$ cat config.mk
export PLATFORM = sky130hd
export DESIGN_NAME = iq_sample_packet_framer_core_flat
export DESIGN_NICKNAME = d
export VERILOG_FILES = /design/src/sv/iqf_pkg.sv /design/src/sv/iqf_if.sv /design/src/sv/iqf_front.sv /design/src/sv/iqf_fifo.sv /design/src/sv/iqf_back.sv /design/src/sv/iq_sample_packet_framer_core.sv /design/src/flat_wrapper.sv
export SDC_FILE = /design/constraint.sdc
export NUM_CORES = 1
export LEC_CHECK = 0
export BUFFER_PORTS_ARGS = -buffer_cell sky130_fd_sc_hd__buf_2
export CAP_MARGIN = 20
export CELL_PAD_IN_SITES_DETAIL_PLACEMENT = 0
export CELL_PAD_IN_SITES_GLOBAL_PLACEMENT = 1
export CORE_UTILIZATION = 50
export DETAILED_ROUTE_END_ITERATION = 10
export GPL_ROUTABILITY_DRIVEN = 0
export PLACE_DENSITY = 0.85
export SYNTH_ARGS = -nofsm -noshare
export SYNTH_HDL_FRONTEND = slang
export SYNTH_SLANG_ARGS = --single-unit
$ cat constraint.sdc
create_clock -name clk -period 11 [get_ports clk]
set_clock_uncertainty 0.2 [all_clocks]
set_input_delay 1.65 -clock clk [delete_from_list [all_inputs] [get_ports clk]]
set_output_delay 1.65 -clock clk [all_outputs]
set_load 0.01 [all_outputs]
$ cat src/sv/iqf_pkg.sv
package iqf_pkg;

	// Receiver limits and field widths
	localparam int MAX_RECEIVERS = 8;
	localparam int CNT_W         = 4;
	localparam int SAMPLE_W      = 24;
	localparam int SLOT_W        = 6;
	localparam int RX_W          = 3;
	localparam int PAD_W         = 5;
	localparam int SEQ_W         = 32;

	// Queue between classifier and byte sequencer
	localparam int FIFO_DEPTH = 4;
	localparam int FIFO_AW    = 2;

	// Fixed header bytes
	localparam logic [7:0] SYNC_B0  = 8'hEF;
	localparam logic [7:0] SYNC_B1  = 8'hFE;
	localparam logic [7:0] SYNC_B2  = 8'h01;
	localparam logic [7:0] SYNC_B3  = 8'h06;
	localparam logic [7:0] HALF_MRK = 8'h7F;

	// Byte counts of the fixed sections
	localparam logic [4:0] SYNC_LEN = 5'd8;
	localparam logic [4:0] HDR_LEN  = 5'd8;
	localparam logic [4:0] IQ_LEN   = 5'd6;
	localparam logic [4:0] MIC_LEN  = 5'd2;

	// One classified sample word, as handed from front to back
	typedef struct packed {
		logic [SAMPLE_W-1:0] i_value;
		logic [SAMPLE_W-1:0] q_value;
		logic                hdr_pkt;   // sync and sequence precede the sample
		logic                hdr_half;  // half header precedes the sample
		logic                slot_end;  // mic bytes follow the sample
		logic                half_end;  // padding follows the mic bytes
		logic                eop;       // last byte of this word closes the packet
		logic [PAD_W-1:0]    pad;
		logic [SEQ_W-1:0]    seq;
	} iqf_desc_t;

	// Register value to receivers in use: zero acts as one, clamp at the maximum
	function automatic logic [CNT_W-1:0] eff_count(input logic [CNT_W-1:0] c);
		logic [CNT_W-1:0] r;
		begin
			r = c;
			if (c == '0) begin
				r = CNT_W'(1);
			end else if (c > CNT_W'(MAX_RECEIVERS)) begin
				r = CNT_W'(MAX_RECEIVERS);
			end
			return r;
		end
	endfunction

	// Slots per half, floor(504 / (6*count + 2))
	function automatic logic [SLOT_W-1:0] slots_per_half(input logic [CNT_W-1:0] c);
		logic [SLOT_W-1:0] r;
		begin
			case (c)
				4'd1:    r = 6'd63;
				4'd2:    r = 6'd36;
				4'd3:    r = 6'd25;
				4'd4:    r = 6'd19;
				4'd5:    r = 6'd15;
				4'd6:    r = 6'd13;
				4'd7:    r = 6'd11;
				4'd8:    r = 6'd10;
				default: r = 6'd63;
			endcase
			return r;
		end
	endfunction

	// Zero bytes that fill each half after its last slot
	function automatic logic [PAD_W-1:0] pad_per_half(input logic [CNT_W-1:0] c);
		logic [PAD_W-1:0] r;
		begin
			case (c)
				4'd1:    r = 5'd0;
				4'd2:    r = 5'd0;
				4'd3:    r = 5'd4;
				4'd4:    r = 5'd10;
				4'd5:    r = 5'd24;
				4'd6:    r = 5'd10;
				4'd7:    r = 5'd20;
				4'd8:    r = 5'd4;
				default: r = 5'd0;
			endcase
			return r;
		end
	endfunction

endpackage

$ cat src/sv/iqf_if.sv
// Sample channel: one I/Q pair per word
interface iqf_iq_if import iqf_pkg::*; ();
	logic                       valid;
	logic                       ready;
	logic signed [SAMPLE_W-1:0] i_value;
	logic signed [SAMPLE_W-1:0] q_value;

	modport source (output valid, output i_value, output q_value, input ready);
	modport sink   (input valid, input i_value, input q_value, output ready);
endinterface

// Packet channel: one byte per word
interface iqf_pkt_if ();
	logic       valid;
	logic       ready;
	logic [7:0] packet_byte;
	logic       end_of_packet;

	modport source (output valid, output packet_byte, output end_of_packet, input ready);
	modport sink   (input valid, input packet_byte, input end_of_packet, output ready);
endinterface

$ cat src/sv/iqf_front.sv
module iqf_front import iqf_pkg::*; (
	input  logic             clk,
	input  logic             arst_n,
	input  logic             cfg_wr_en,
	input  logic [CNT_W-1:0] cfg_wr_data,
	iqf_iq_if.sink           iq,
	input  logic             q_full,
	output logic             q_push,
	output iqf_desc_t        q_desc
);

	logic [CNT_W-1:0]  receiver_count_q;
	logic [CNT_W-1:0]  active_q;
	logic [SEQ_W-1:0]  seq_q;
	logic              half_q;
	logic [SLOT_W-1:0] slot_q;
	logic [RX_W-1:0]   rx_q;

	logic              first;
	logic [CNT_W-1:0]  cnt;
	logic              slot_end;
	logic              half_end;

	// Classify the incoming word against the frame position
	always_comb begin
		first    = (slot_q == '0) && (rx_q == '0);
		cnt      = first ? eff_count(receiver_count_q) : active_q;
		slot_end = ({1'b0, rx_q} + CNT_W'(1)) == cnt;
		half_end = slot_end && (({1'b0, slot_q} + 7'd1) == {1'b0, slots_per_half(cnt)});
	end

	assign iq.ready = !q_full;
	assign q_push   = iq.valid && !q_full;

	always_comb begin
		q_desc.i_value  = iq.i_value;
		q_desc.q_value  = iq.q_value;
		q_desc.hdr_pkt  = first && !half_q;
		q_desc.hdr_half = first;
		q_desc.slot_end = slot_end;
		q_desc.half_end = half_end;
		q_desc.eop      = half_end && half_q;
		q_desc.pad      = pad_per_half(cnt);
		q_desc.seq      = seq_q;
	end

	// Configuration register
	always_ff @(posedge clk or negedge arst_n) begin
		if (!arst_n) begin
			receiver_count_q <= CNT_W'(1);
		end else if (cfg_wr_en) begin
			receiver_count_q <= cfg_wr_data;
		end
	end

	// Frame position, advanced per accepted word
	always_ff @(posedge clk or negedge arst_n) begin
		if (!arst_n) begin
			active_q <= CNT_W'(1);
			seq_q    <= '0;
			half_q   <= 1'b0;
			slot_q   <= '0;
			rx_q     <= '0;
		end else if (q_push) begin
			active_q <= cnt;
			if (slot_end) begin
				rx_q <= '0;
			end else begin
				rx_q <= rx_q + RX_W'(1);
			end
			if (half_end) begin
				slot_q <= '0;
				half_q <= !half_q;
				if (half_q) begin
					seq_q <= seq_q + SEQ_W'(1);
				end
			end else if (slot_end) begin
				slot_q <= slot_q + SLOT_W'(1);
			end
		end
	end

endmodule

$ cat src/sv/iqf_fifo.sv
module iqf_fifo import iqf_pkg::*; (
	input  logic      clk,
	input  logic      arst_n,
	input  logic      push,
	input  iqf_desc_t push_data,
	output logic      full,
	input  logic      pop,
	output iqf_desc_t pop_data,
	output logic      not_empty
);

	iqf_desc_t          mem_q [FIFO_DEPTH];
	logic [FIFO_AW-1:0] wr_q;
	logic [FIFO_AW-1:0] rd_q;
	logic [FIFO_AW:0]   count_q;

	assign full      = count_q == (FIFO_AW+1)'(FIFO_DEPTH);
	assign not_empty = count_q != '0;
	assign pop_data  = mem_q[rd_q];

	// Storage
	always_ff @(posedge clk) begin
		if (push) begin
			mem_q[wr_q] <= push_data;
		end
	end

	// Pointers and fill level
	always_ff @(posedge clk or negedge arst_n) begin
		if (!arst_n) begin
			wr_q    <= '0;
			rd_q    <= '0;
			count_q <= '0;
		end else begin
			if (push) begin
				wr_q <= wr_q + FIFO_AW'(1);
			end
			if (pop) begin
				rd_q <= rd_q + FIFO_AW'(1);
			end
			case ({push, pop})
				2'b10:   count_q <= count_q + (FIFO_AW+1)'(1);
				2'b01:   count_q <= count_q - (FIFO_AW+1)'(1);
				default: count_q <= count_q;
			endcase
		end
	end

`ifndef SYNTHESIS
	a_no_overflow: assert property (@(posedge clk) disable iff (!arst_n)
		push |-> !full || pop)
		else $error("queue written while full");
	a_no_underflow: assert property (@(posedge clk) disable iff (!arst_n)
		pop |-> count_q != '0)
		else $error("queue read while empty");
	a_level_bound: assert property (@(posedge clk) disable iff (!arst_n)
		count_q <= (FIFO_AW+1)'(FIFO_DEPTH))
		else $error("queue level beyond depth");
`endif

endmodule

$ cat src/sv/iqf_back.sv
module iqf_back import iqf_pkg::*; (
	input  logic      clk,
	input  logic      arst_n,
	input  logic      q_not_empty,
	input  iqf_desc_t q_desc,
	output logic      q_pop,
	iqf_pkt_if.source pkt
);

	typedef enum logic [5:0] {
		PH_IDLE = 6'b000001,
		PH_SYNC = 6'b000010,
		PH_HDR  = 6'b000100,
		PH_IQ   = 6'b001000,
		PH_MIC  = 6'b010000,
		PH_PAD  = 6'b100000
	} phase_t;

	phase_t     ph_q, ph_next, ph_first;
	logic [4:0] cnt_q;
	iqf_desc_t  cur_q;
	logic [7:0] byte_q, byte_d;
	logic       eop_q;
	logic       out_valid_q;
	logic       advance;
	logic       done;

	assign advance = !out_valid_q || pkt.ready;

	// First section of the next word
	always_comb begin
		if (q_desc.hdr_pkt) begin
			ph_first = PH_SYNC;
		end else if (q_desc.hdr_half) begin
			ph_first = PH_HDR;
		end else begin
			ph_first = PH_IQ;
		end
	end

	// Byte of the current section and the section that follows it
	always_comb begin
		byte_d  = 8'h00;
		ph_next = ph_q;
		done    = 1'b0;
		case (ph_q)
			PH_SYNC: begin
				case (cnt_q[2:0])
					3'd0:    byte_d = SYNC_B0;
					3'd1:    byte_d = SYNC_B1;
					3'd2:    byte_d = SYNC_B2;
					3'd3:    byte_d = SYNC_B3;
					3'd4:    byte_d = cur_q.seq[31:24];
					3'd5:    byte_d = cur_q.seq[23:16];
					3'd6:    byte_d = cur_q.seq[15:8];
					default: byte_d = cur_q.seq[7:0];
				endcase
				if (cnt_q == SYNC_LEN - 5'd1) begin
					ph_next = PH_HDR;
				end
			end
			PH_HDR: begin
				byte_d = (cnt_q < 5'd3) ? HALF_MRK : 8'h00;
				if (cnt_q == HDR_LEN - 5'd1) begin
					ph_next = PH_IQ;
				end
			end
			PH_IQ: begin
				case (cnt_q[2:0])
					3'd0:    byte_d = cur_q.i_value[23:16];
					3'd1:    byte_d = cur_q.i_value[15:8];
					3'd2:    byte_d = cur_q.i_value[7:0];
					3'd3:    byte_d = cur_q.q_value[23:16];
					3'd4:    byte_d = cur_q.q_value[15:8];
					default: byte_d = cur_q.q_value[7:0];
				endcase
				if (cnt_q == IQ_LEN - 5'd1) begin
					if (cur_q.slot_end) begin
						ph_next = PH_MIC;
					end else begin
						done = 1'b1;
					end
				end
			end
			PH_MIC: begin
				if (cnt_q == MIC_LEN - 5'd1) begin
					if (cur_q.half_end && cur_q.pad != '0) begin
						ph_next = PH_PAD;
					end else begin
						done = 1'b1;
					end
				end
			end
			PH_PAD: begin
				if (cnt_q + 5'd1 == cur_q.pad) begin
					done = 1'b1;
				end
			end
			default: begin
				byte_d = 8'h00;
			end
		endcase
	end

	assign q_pop = q_not_empty && ((ph_q == PH_IDLE) || (advance && done));

	// Sequencer
	always_ff @(posedge clk or negedge arst_n) begin
		if (!arst_n) begin
			ph_q  <= PH_IDLE;
			cnt_q <= '0;
		end else if (q_pop) begin
			ph_q  <= ph_first;
			cnt_q <= '0;
		end else if (advance && ph_q != PH_IDLE) begin
			if (done) begin
				ph_q  <= PH_IDLE;
				cnt_q <= '0;
			end else if (ph_next != ph_q) begin
				ph_q  <= ph_next;
				cnt_q <= '0;
			end else begin
				cnt_q <= cnt_q + 5'd1;
			end
		end
	end

	// Current word
	always_ff @(posedge clk) begin
		if (q_pop) begin
			cur_q <= q_desc;
		end
	end

	// Output register
	always_ff @(posedge clk or negedge arst_n) begin
		if (!arst_n) begin
			out_valid_q <= 1'b0;
		end else if (advance) begin
			out_valid_q <= ph_q != PH_IDLE;
		end
	end

	always_ff @(posedge clk) begin
		if (advance && ph_q != PH_IDLE) begin
			byte_q <= byte_d;
			eop_q  <= done && cur_q.eop;
		end
	end

	assign pkt.valid         = out_valid_q;
	assign pkt.packet_byte   = byte_q;
	assign pkt.end_of_packet = eop_q;

`ifndef SYNTHESIS
	a_pad_in_range: assert property (@(posedge clk) disable iff (!arst_n)
		ph_q == PH_PAD |-> cur_q.half_end && cnt_q < cur_q.pad)
		else $error("padding outside a half end");
	a_sync_has_hdr: assert property (@(posedge clk) disable iff (!arst_n)
		ph_q == PH_SYNC |-> cur_q.hdr_half)
		else $error("packet header without half header");
	a_iq_count: assert property (@(posedge clk) disable iff (!arst_n)
		ph_q == PH_IQ |-> cnt_q < IQ_LEN)
		else $error("sample byte count overrun");
`endif

endmodule

$ cat src/sv/iq_sample_packet_framer_core.sv
// Channel  Dir  Payload                         Handshake
// iq       in   i_value[23:0], q_value[23:0]    iq.valid / iq.ready
// pkt      out  packet_byte[7:0], end_of_packet pkt.valid / pkt.ready
// cfg      in   cfg_wr_data[3:0] (receiver_count) cfg_wr_en, no wait
//
// One packet byte leaves per cycle while pkt.ready is high and the queue holds words; a sample
// word gives 6 bytes, plus 8 for a half header, 8 more for a packet header, 2 mic bytes at slot
// end and up to 24 bytes of padding at half end. The byte sequencer sets the pace; a 4-word queue
// lets the input run ahead of it, and when it runs dry the sequencer idles until the next word.
// Reset clears the frame position, sequence number, queue and output register; no memory sweep.
// pkt.ready low holds the output byte and stalls the sequencer; iq.ready drops on a full queue.
module iq_sample_packet_framer_core import iqf_pkg::*; (
	input  logic             clk,
	input  logic             arst_n,
	input  logic             cfg_wr_en,
	input  logic [CNT_W-1:0] cfg_wr_data,
	iqf_iq_if.sink           iq,
	iqf_pkt_if.source        pkt
);

	iqf_desc_t push_desc;
	iqf_desc_t pop_desc;
	logic      push;
	logic      pop;
	logic      full;
	logic      not_empty;

	// Classifier
	iqf_front u_front (
		.clk         (clk),
		.arst_n      (arst_n),
		.cfg_wr_en   (cfg_wr_en),
		.cfg_wr_data (cfg_wr_data),
		.iq          (iq),
		.q_full      (full),
		.q_push      (push),
		.q_desc      (push_desc)
	);

	// Word queue
	iqf_fifo u_fifo (
		.clk       (clk),
		.arst_n    (arst_n),
		.push      (push),
		.push_data (push_desc),
		.full      (full),
		.pop       (pop),
		.pop_data  (pop_desc),
		.not_empty (not_empty)
	);

	// Byte sequencer
	iqf_back u_back (
		.clk         (clk),
		.arst_n      (arst_n),
		.q_not_empty (not_empty),
		.q_desc      (pop_desc),
		.q_pop       (pop),
		.pkt         (pkt)
	);

endmodule
$ cat src/flat_wrapper.sv
// flat-port wrapper written by rule: the top's interface ports become plain ports
module iq_sample_packet_framer_core_flat import iqf_pkg::*;
  (clk, arst_n, cfg_wr_en, cfg_wr_data, iq_valid, iq_i_value, iq_q_value, iq_ready, pkt_valid, pkt_packet_byte, pkt_end_of_packet, pkt_ready);
  iqf_iq_if iq_i ();
  iqf_pkt_if pkt_i ();
  input  logic clk;
  input  logic arst_n;
  input  logic cfg_wr_en;
  input  logic [CNT_W-1:0] cfg_wr_data;
  input wire logic [$bits(iq_i.valid)-1:0] iq_valid;
  input wire logic [$bits(iq_i.i_value)-1:0] iq_i_value;
  input wire logic [$bits(iq_i.q_value)-1:0] iq_q_value;
  output wire logic [$bits(iq_i.ready)-1:0] iq_ready;
  output wire logic [$bits(pkt_i.valid)-1:0] pkt_valid;
  output wire logic [$bits(pkt_i.packet_byte)-1:0] pkt_packet_byte;
  output wire logic [$bits(pkt_i.end_of_packet)-1:0] pkt_end_of_packet;
  input wire logic [$bits(pkt_i.ready)-1:0] pkt_ready;
  assign iq_i.valid = iq_valid;
  assign iq_i.i_value = iq_i_value;
  assign iq_i.q_value = iq_q_value;
  assign iq_ready = iq_i.ready;
  assign pkt_valid = pkt_i.valid;
  assign pkt_packet_byte = pkt_i.packet_byte;
  assign pkt_end_of_packet = pkt_i.end_of_packet;
  assign pkt_i.ready = pkt_ready;
  iq_sample_packet_framer_core u_core (.clk(clk), .arst_n(arst_n), .cfg_wr_en(cfg_wr_en), .cfg_wr_data(cfg_wr_data), .iq(iq_i), .pkt(pkt_i));
endmodule
After elaboration in Yosys (flattened, before gate mapping)
Memories as Yosys holds them, arrays and structs flattened.
Index checks and enable logic that the tools add are counted.
{"block": "totals", "regBits": 166, "latchBits": 0, "mem_bits_rw": 360, "romBits": 160, "in_bits": 57, "output_inout_bits": 11, "word_cells": 124, "mem_count": 3}
{"memory": "u_core.u_fifo.mem_q", "depth": 4, "width": 90, "rd": 1, "rd_ports_with_merged_regs": 0, "write_ports": 1, "line": "iqf_fifo.sv:12", "source": "iqf_desc_t mem_q [FIFO_DEPTH];"}
{"memory": "(no name shown)", "depth": 16, "width": 6, "rd": 1, "rd_ports_with_merged_regs": 0, "write_ports": 0, "line": "iqf_pkg.sv:60", "source": "case (c)"}
{"memory": "(no name shown)", "depth": 16, "width": 4, "rd": 1, "rd_ports_with_merged_regs": 0, "write_ports": 0, "line": "iqf_pkg.sv:79", "source": "case (c)"}
{"block": "op_classes", "add_sub_neg": 10, "mul": 0, "div_mod_pow": 0, "order_cmp": 2, "n_eq_ne": 23, "n_shift": 0, "n_mux": 36, "n_bitwise": 0, "reduce_logical": 29}
{"cell": "$mux W6", "count": 13}
{"cell": "$pmux W8 S7", "count": 1}
{"cell": "$pmux W8 S5", "count": 1}
{"cell": "$add A32 B1 Y32 const B", "count": 1}
{"cell": "$pmux W6 S4", "count": 1}
{"cell": "$pmux W8 S3", "count": 1}
{"cell": "$mux W5", "count": 4}
{"cell": "$mux W4", "count": 4}
{"cell": "$eq A3 B3 Y1 const B", "count": 4}
{"cell": "$eq A5 B3 Y1 const B", "count": 2}
{"cell": "$logic_and A1 B1 Y1", "count": 10}
{"cell": "$add A6 B1 Y7 const B", "count": 1}
{"cell": "$eq A7 B6 Y1", "count": 1}
{"cell": "$mux W1", "count": 7}
{"cell": "$mux W7", "count": 1}
{"cell": "$add A3 B1 Y3 const B", "count": 2}
{"cell": "$add A6 B1 Y6 const B", "count": 1}
{"cell": "$eq A3 B2 Y1 const B", "count": 2}
{"cell": "$eq A6 B1 Y1 const B", "count": 1}
{"cell": "$eq A6 B2 Y1 const B", "count": 1}
{"cell": "$eq A6 B3 Y1 const B", "count": 1}
{"cell": "$eq A6 B4 Y1 const B", "count": 1}
{"cell": "$eq A6 B5 Y1 const B", "count": 1}
{"cell": "$eq A6 B6 Y1 const B", "count": 1}
{"cell": "other kinds (27)", "count": 37}

Depth between registers and ports, before layout
{"block": "logic_depth", "word_depth": 10, "mapped_depth": 17, "depth_no_buf": 15}

By module
A second synthesis with hierarchy kept.
{"block": "hier_totals", "hier_cells": 1181, "hier_area_um2": 21506.9}
{"mod": "iqf_fifo", "n_inst": 1, "cells_each": 503, "area_per_inst_um2": 13384.1, "seq_area_each_um2": 10985.5}
{"mod": "iqf_back", "n_inst": 1, "cells_each": 290, "area_per_inst_um2": 4455.5, "seq_area_each_um2": 3214.3}
{"mod": "iqf_front", "n_inst": 1, "cells_each": 388, "area_per_inst_um2": 3667.3, "seq_area_each_um2": 1253.7}

Least setup slack after synthesis
Ideal clock, no wire load.
{"block": "synth_timing", "path_kind": "reg2reg", "startpoint": "register u_core.u_back.cnt_q[2]", "endpoint": "register u_core.u_fifo.count_q[2]", "arrival_ns": 5.887, "path_slack_ns": 4.834, "stages_incl_launch_ff": 17, "n_path_buf": 3, "period_less_slack_ns": 6.166, "cell_sequence": "dfrtp_1 -> clkbuf_1 -> clkbuf_1 -> inv_1 -> ha_1 -> xnor2_1 -> nor4bb_1 -> a221oi_1 -> nor2_1 -> o21a_1 -> clkbuf_1 -> ha_1 -> inv_1 -> fa_1 -> xor2_1 -> nor2_1 -> xor2_1"}
{"block": "synth_between", "elab_chain_cells": 9, "word_cells_on_any_way": 15}
{"item": "from (decl)", "line": "iqf_back.sv:20", "source": "logic [4:0] cnt_q;"}
{"item": "from (signal assigned)", "line": "iqf_back.sv:123", "source": "cnt_q <= cnt_q + 5'd1;"}
{"item": "$add A5 B1 Y5", "line": "iqf_back.sv:95", "source": "if (cnt_q + 5'd1 == cur_q.pad) begin"}
{"item": "$eq A5 B5 Y1", "line": "iqf_back.sv:95"}
{"item": "$mux W1", "line": "iqf_back.sv:95"}
{"item": "$pmux W1 S3 (*)", "line": "iqf_back.sv:46", "source": "case (ph_q)"}
{"item": "$logic_and A1 B1 Y1 (*)", "line": "iqf_back.sv:105", "source": "assign q_pop = q_not_empty && ((ph_q == PH_IDLE) || (advance && done));"}
{"item": "$logic_or A1 B1 Y1 (*)", "line": "iqf_back.sv:105"}
{"item": "$logic_and A1 B1 Y1 (*)", "line": "iqf_back.sv:105"}
{"item": "$eq A2 B1 Y1 / $eq A2 B2 Y1 (equally long branches)", "line": "iqf_fifo.sv:41", "source": "case ({push, pop})"}
{"item": "$pmux W3 S2 / $reduce_bool A2 Y1 (equally long branches)"}
{"item": "to (signal assigned)", "line": "iqf_fifo.sv:42", "source": "2'b10: count_q <= count_q + (FIFO_AW+1)'(1);"}
{"item": "to (signal assigned)", "line": "iqf_fifo.sv:43", "source": "2'b01: count_q <= count_q - (FIFO_AW+1)'(1);"}
{"item": "to (signal assigned)", "line": "iqf_fifo.sv:44", "source": "default: count_q <= count_q;"}
{"item": "to (decl)", "line": "iqf_fifo.sv:15", "source": "logic [FIFO_AW:0] count_q;"}
Mark *: on every way between the ends. The rest lies on a longest branch, timed or not.
A chain may end at the register's enable or synchronous reset.

Worst setup path after layout
{"block": "layout_timing", "startpoint": "register u_core.u_front.slot_q[3]", "endpoint": "register u_core.u_front.seq_q[25]"}
{"block": "layout_between", "elab_chain_cells": 7, "word_cells_on_any_way": 9}
{"item": "from (decl)", "line": "iqf_front.sv:16", "source": "logic [SLOT_W-1:0] slot_q;"}
{"item": "from (signal assigned)", "line": "iqf_front.sv:78", "source": "slot_q <= slot_q + SLOT_W'(1);"}
{"item": "$logic_not A6 Y1", "line": "iqf_front.sv:26", "source": "first = (slot_q == '0) && (rx_q == '0);"}
{"item": "$logic_and A1 B1 Y1", "line": "iqf_front.sv:26"}
{"item": "$mux W4", "line": "iqf_front.sv:27", "source": "cnt = first ? eff_count(receiver_count_q) : active_q;"}
{"item": "$mem_v2 Z16 W6"}
{"item": "$eq A7 B6 Y1", "line": "iqf_front.sv:29", "source": "half_end = slot_end && (({1'b0, slot_q} + 7'd1) == {1'b0, slots_per_half(cnt)});"}
{"item": "$logic_and A1 B1 Y1 (*)", "line": "iqf_front.sv:29"}
{"item": "$reduce_and A3 Y1 (no source line) (*)"}
{"item": "to (signal assigned)", "line": "iqf_front.sv:75", "source": "seq_q <= seq_q + SEQ_W'(1);"}
{"item": "to (decl)", "line": "iqf_front.sv:14", "source": "logic [SEQ_W-1:0] seq_q;"}
Marks and branches as above.

==> flow_summary.toml <==
[synthesis]
ys.warnings.count = 0
synth_top_area_share_pct = 66.4
synthTopCellsByArea = "edfxtp_1 66%, mux4_2 9.8%, dfrtp_1 8.1%, xnor2_1 1.7%, ha_1 1.1%"
ys.flop_type = "edfxtp_1"
avgSynthCellArea_um2 = 18.8
syn_inst = 1090
synth_seq_area_share_pct = 74.9
synth_seq_cells = 521
synth.cell_area_um2 = 20400
synth_edf_count = 452
synth_nets = 1166
async_flop_share_pct = 13.2
yosys.area.top_type = "edfxtp_1"
ys_types = 68

[grt]
antenna_found_initial = 0
grt-ovfl-total = 0
grt_max_degree = 70
grt_pass1_wl_um = 62100
grt_usage_pct = 19.8
grt_pass1_vias = 10500

[power]
cellLeakagePower_nw = 7.75
pwr_density_cell_nw_per_um2 = 211
vdd_drop_max_uv = 131

[floorplan]
start_util_pct = 51.1
dieArea_um2 = 41700
core-area_um2 = 40000
num_rows = 73
die_w_um = 204
ios = 68
die_y_um = 204

[clocking]
clockRootBuffer = "clkbuf_16"
hold_buffers = 0
cts_tree = "yes"
numClockSinks = 521
clockBufferDepth = 3
clock_latency_ns = 0.58
htreeDepth = 2
ctsResizeCount = 0
clkTransAtPathRegs_ns = 0.06
cts_setup_buffers = 0
cts_buffers = 51

[drt]
avgViaCountPerCell = 5.90
drt-initial-drc-count = 836
remaining_drc_errors = 0
ant_nets = 0
wl_um = 40300
via_count = 10300
dr.pass1.iters = 6
routedWlPerCell_um = 23.1

[layout]
nNetsFinal = 1253
diodes = 0
syn_to_final_growth_pct = 12.3
finalNonFillerCells = 1740
design_area_um2 = 23000
drive_above_1_share_pct = 21.6

[worst_setup_path]
worstPathMaxFanout = 16
worst-setup-path-type = "reg2reg"
start_kind = "flip-flop"
critPathRequiredTime_ns = 11.24
end_kind = "flip-flop"
cp_data_arrival_time_ns = 5.38

[sta]
max_slew_margin_pct = 24.3
fin_crit_sh_pct = 46.7
setup-tns-final_ns = 0
drv_slew = 0
setup_violations = 0
worstMarginPinSlew_ns = 1.13
hold_viol_final = 0
fin_crit_ns = 5.14
rsz0062_at_grt = "no"
max_freq_mhz = 195

[placed_design]
detailed_place_hpwl_um = 24200
dp_cells = 1649
io_buffers = 67
placed_area_um2 = 21400

[outcome]
outcome = "finished, final reports clean"

[job]
cap_violations = 0

[min_path]
hold_path.class = "reg2reg"
[layer usage]
metal	share of wire [%]	global-route usage [%]	routed length, um	vias to the layer above
met4	1.9	4.88	779	0
met1	43	28.2	17500	5316
li1	-	-	-	4563
met5	0	0	0	-
met3	5.3	2.81	2130	58
met2	49	32.5	19900	333
[Yosys cell counts, types with 11 or more instances]
cell	instances
edfxtp_1	452
mux4_2	89
dfrtp_1	66
nand2_1	44
o21ai_0	41
xnor2_1	39
clkbuf_1	30
nand3_1	28
nor2_1	26
inv_1	23
ha_1	18
and3_1	16
xor2_1	16
mux2i_1	13
a222oi_1	11
nand4_1	11
[path summary, 6_finish.rpt]
kind / startpoint / cells past startpoint / endpoint / slack, ns
setup reg to reg: u_core.u_front.slot_q[3] / 13 / u_core.u_front.seq_q[25] / 5.86
max in group asynchronous: arst_n / 1 / u_core.u_fifo.rd_q[0] / 8.90
min in group asynchronous: arst_n / 1 / u_core.u_fifo.rd_q[1] / 1.01
hold / removal: u_core.u_fifo.count_q[2] / 1 / u_core.u_fifo.count_q[2] / 0.30
hold reg to reg: u_core.u_fifo.count_q[2] / 1 / u_core.u_fifo.count_q[2] / 0.30
setup / recovery: u_core.u_front.slot_q[3] / 13 / u_core.u_front.seq_q[25] / 5.86
[cell usage in the layout, fill, tap and decap left out, types with 13 or more instances in the layout]
| master | instances |
|---|---|
| o21ai_0 | 41 |
| nor2_1 | 26 |
| dfrtp_1 | 64 |
| xnor2_1 | 39 |
| clkbuf_1 | 15 |
| mux4_2 | 89 |
| nand3_1 | 28 |
| clkinv_1 | 13 |
| ha_1 | 18 |
| nand2_1 | 44 |
| clkbuf_16 | 51 |
| xor2_1 | 16 |
| inv_1 | 23 |
| edfxtp_1 | 452 |
| buf_2 | 66 |
| buf_4 | 14 |
| mux2i_1 | 13 |
[worst max-delay path, cell delays in order (launching register included)]
cell	delay, ns
dfrtp_1	0.41
or4_1	0.67
nor2_2	0.62
a31oi_1	0.38
ha_1	0.41
nand3b_1	0.13
o21ai_0	0.16
mux2_2	0.27
nor3_1	0.08
or4_1	0.59
nor4_2	0.52
buf_4	0.28
nand4_1	0.12
xnor2_1	0.16
[area by class of cell]
type / instances / area, um^2
clock buffers: 67 / 1350
clock inverters: 24 / 229
fillers: 2945 / 17000
inverters: 24 / 90.1
multi-input cells: 499 / 4890
flip-flops and latches: 521 / 15300
well taps: 525 / 657
repair buffers: 80 / 435
[cell families (layout without fill, tap and decap cells)]
logic type	Yosys count	count (layout)	share of synthesized area [%]
muxes	110	110	10.9
and+or+nand+nor	187	187	4.94
DFF	521	521	74.9
xor gates and xnor gates	55	55	2.36
buffers and inverters	70	195	1.37
adders and majority gates	20	20	1.25
AOI/OAI and AO/OA	127	127	4.33
[state kept, by name, indices dropped and copies added (netlist names), 4 cells and up]
register and cells:
u_core.u_front.slot_q 6, u_core.u_fifo.mem_q 356, u_core.u_back.cur_q 87, u_core.u_back.pkt.packet_byte 8
u_core.u_front.active_q 4, u_core.u_front.seq_q 32, u_core.u_back.cnt_q 5, u_core.u_front.receiver_count_q 4
u_core.u_back.ph_q 6
[power by group]
group          internal [W]  switching (W)
logic              0.000205       0.000453
registers           0.00246      0.0000866
clock network      0.000937       0.000716
total               0.00360        0.00126
[through the flow]
step / hold slack [ns] / util (%) / total power, W / setup WS, ns
2_1_floorplan: 0.256 / - / 0.00300 / 4.83
3_3_place_gp: 0.280 / 53.4 / 0.00322 / 5.73
3_5_place_dp: 0.292 / 53.5 / 0.00324 / 5.90
4_1_cts: 0.300 / 57.4 / 0.00489 / 5.85
5_1_grt: 0.314 / 57.4 / 0.00503 / 5.43
6_report: 0.298 / 57.4 / 0.00486 / 5.86
(Power assumes the default switching activity.)
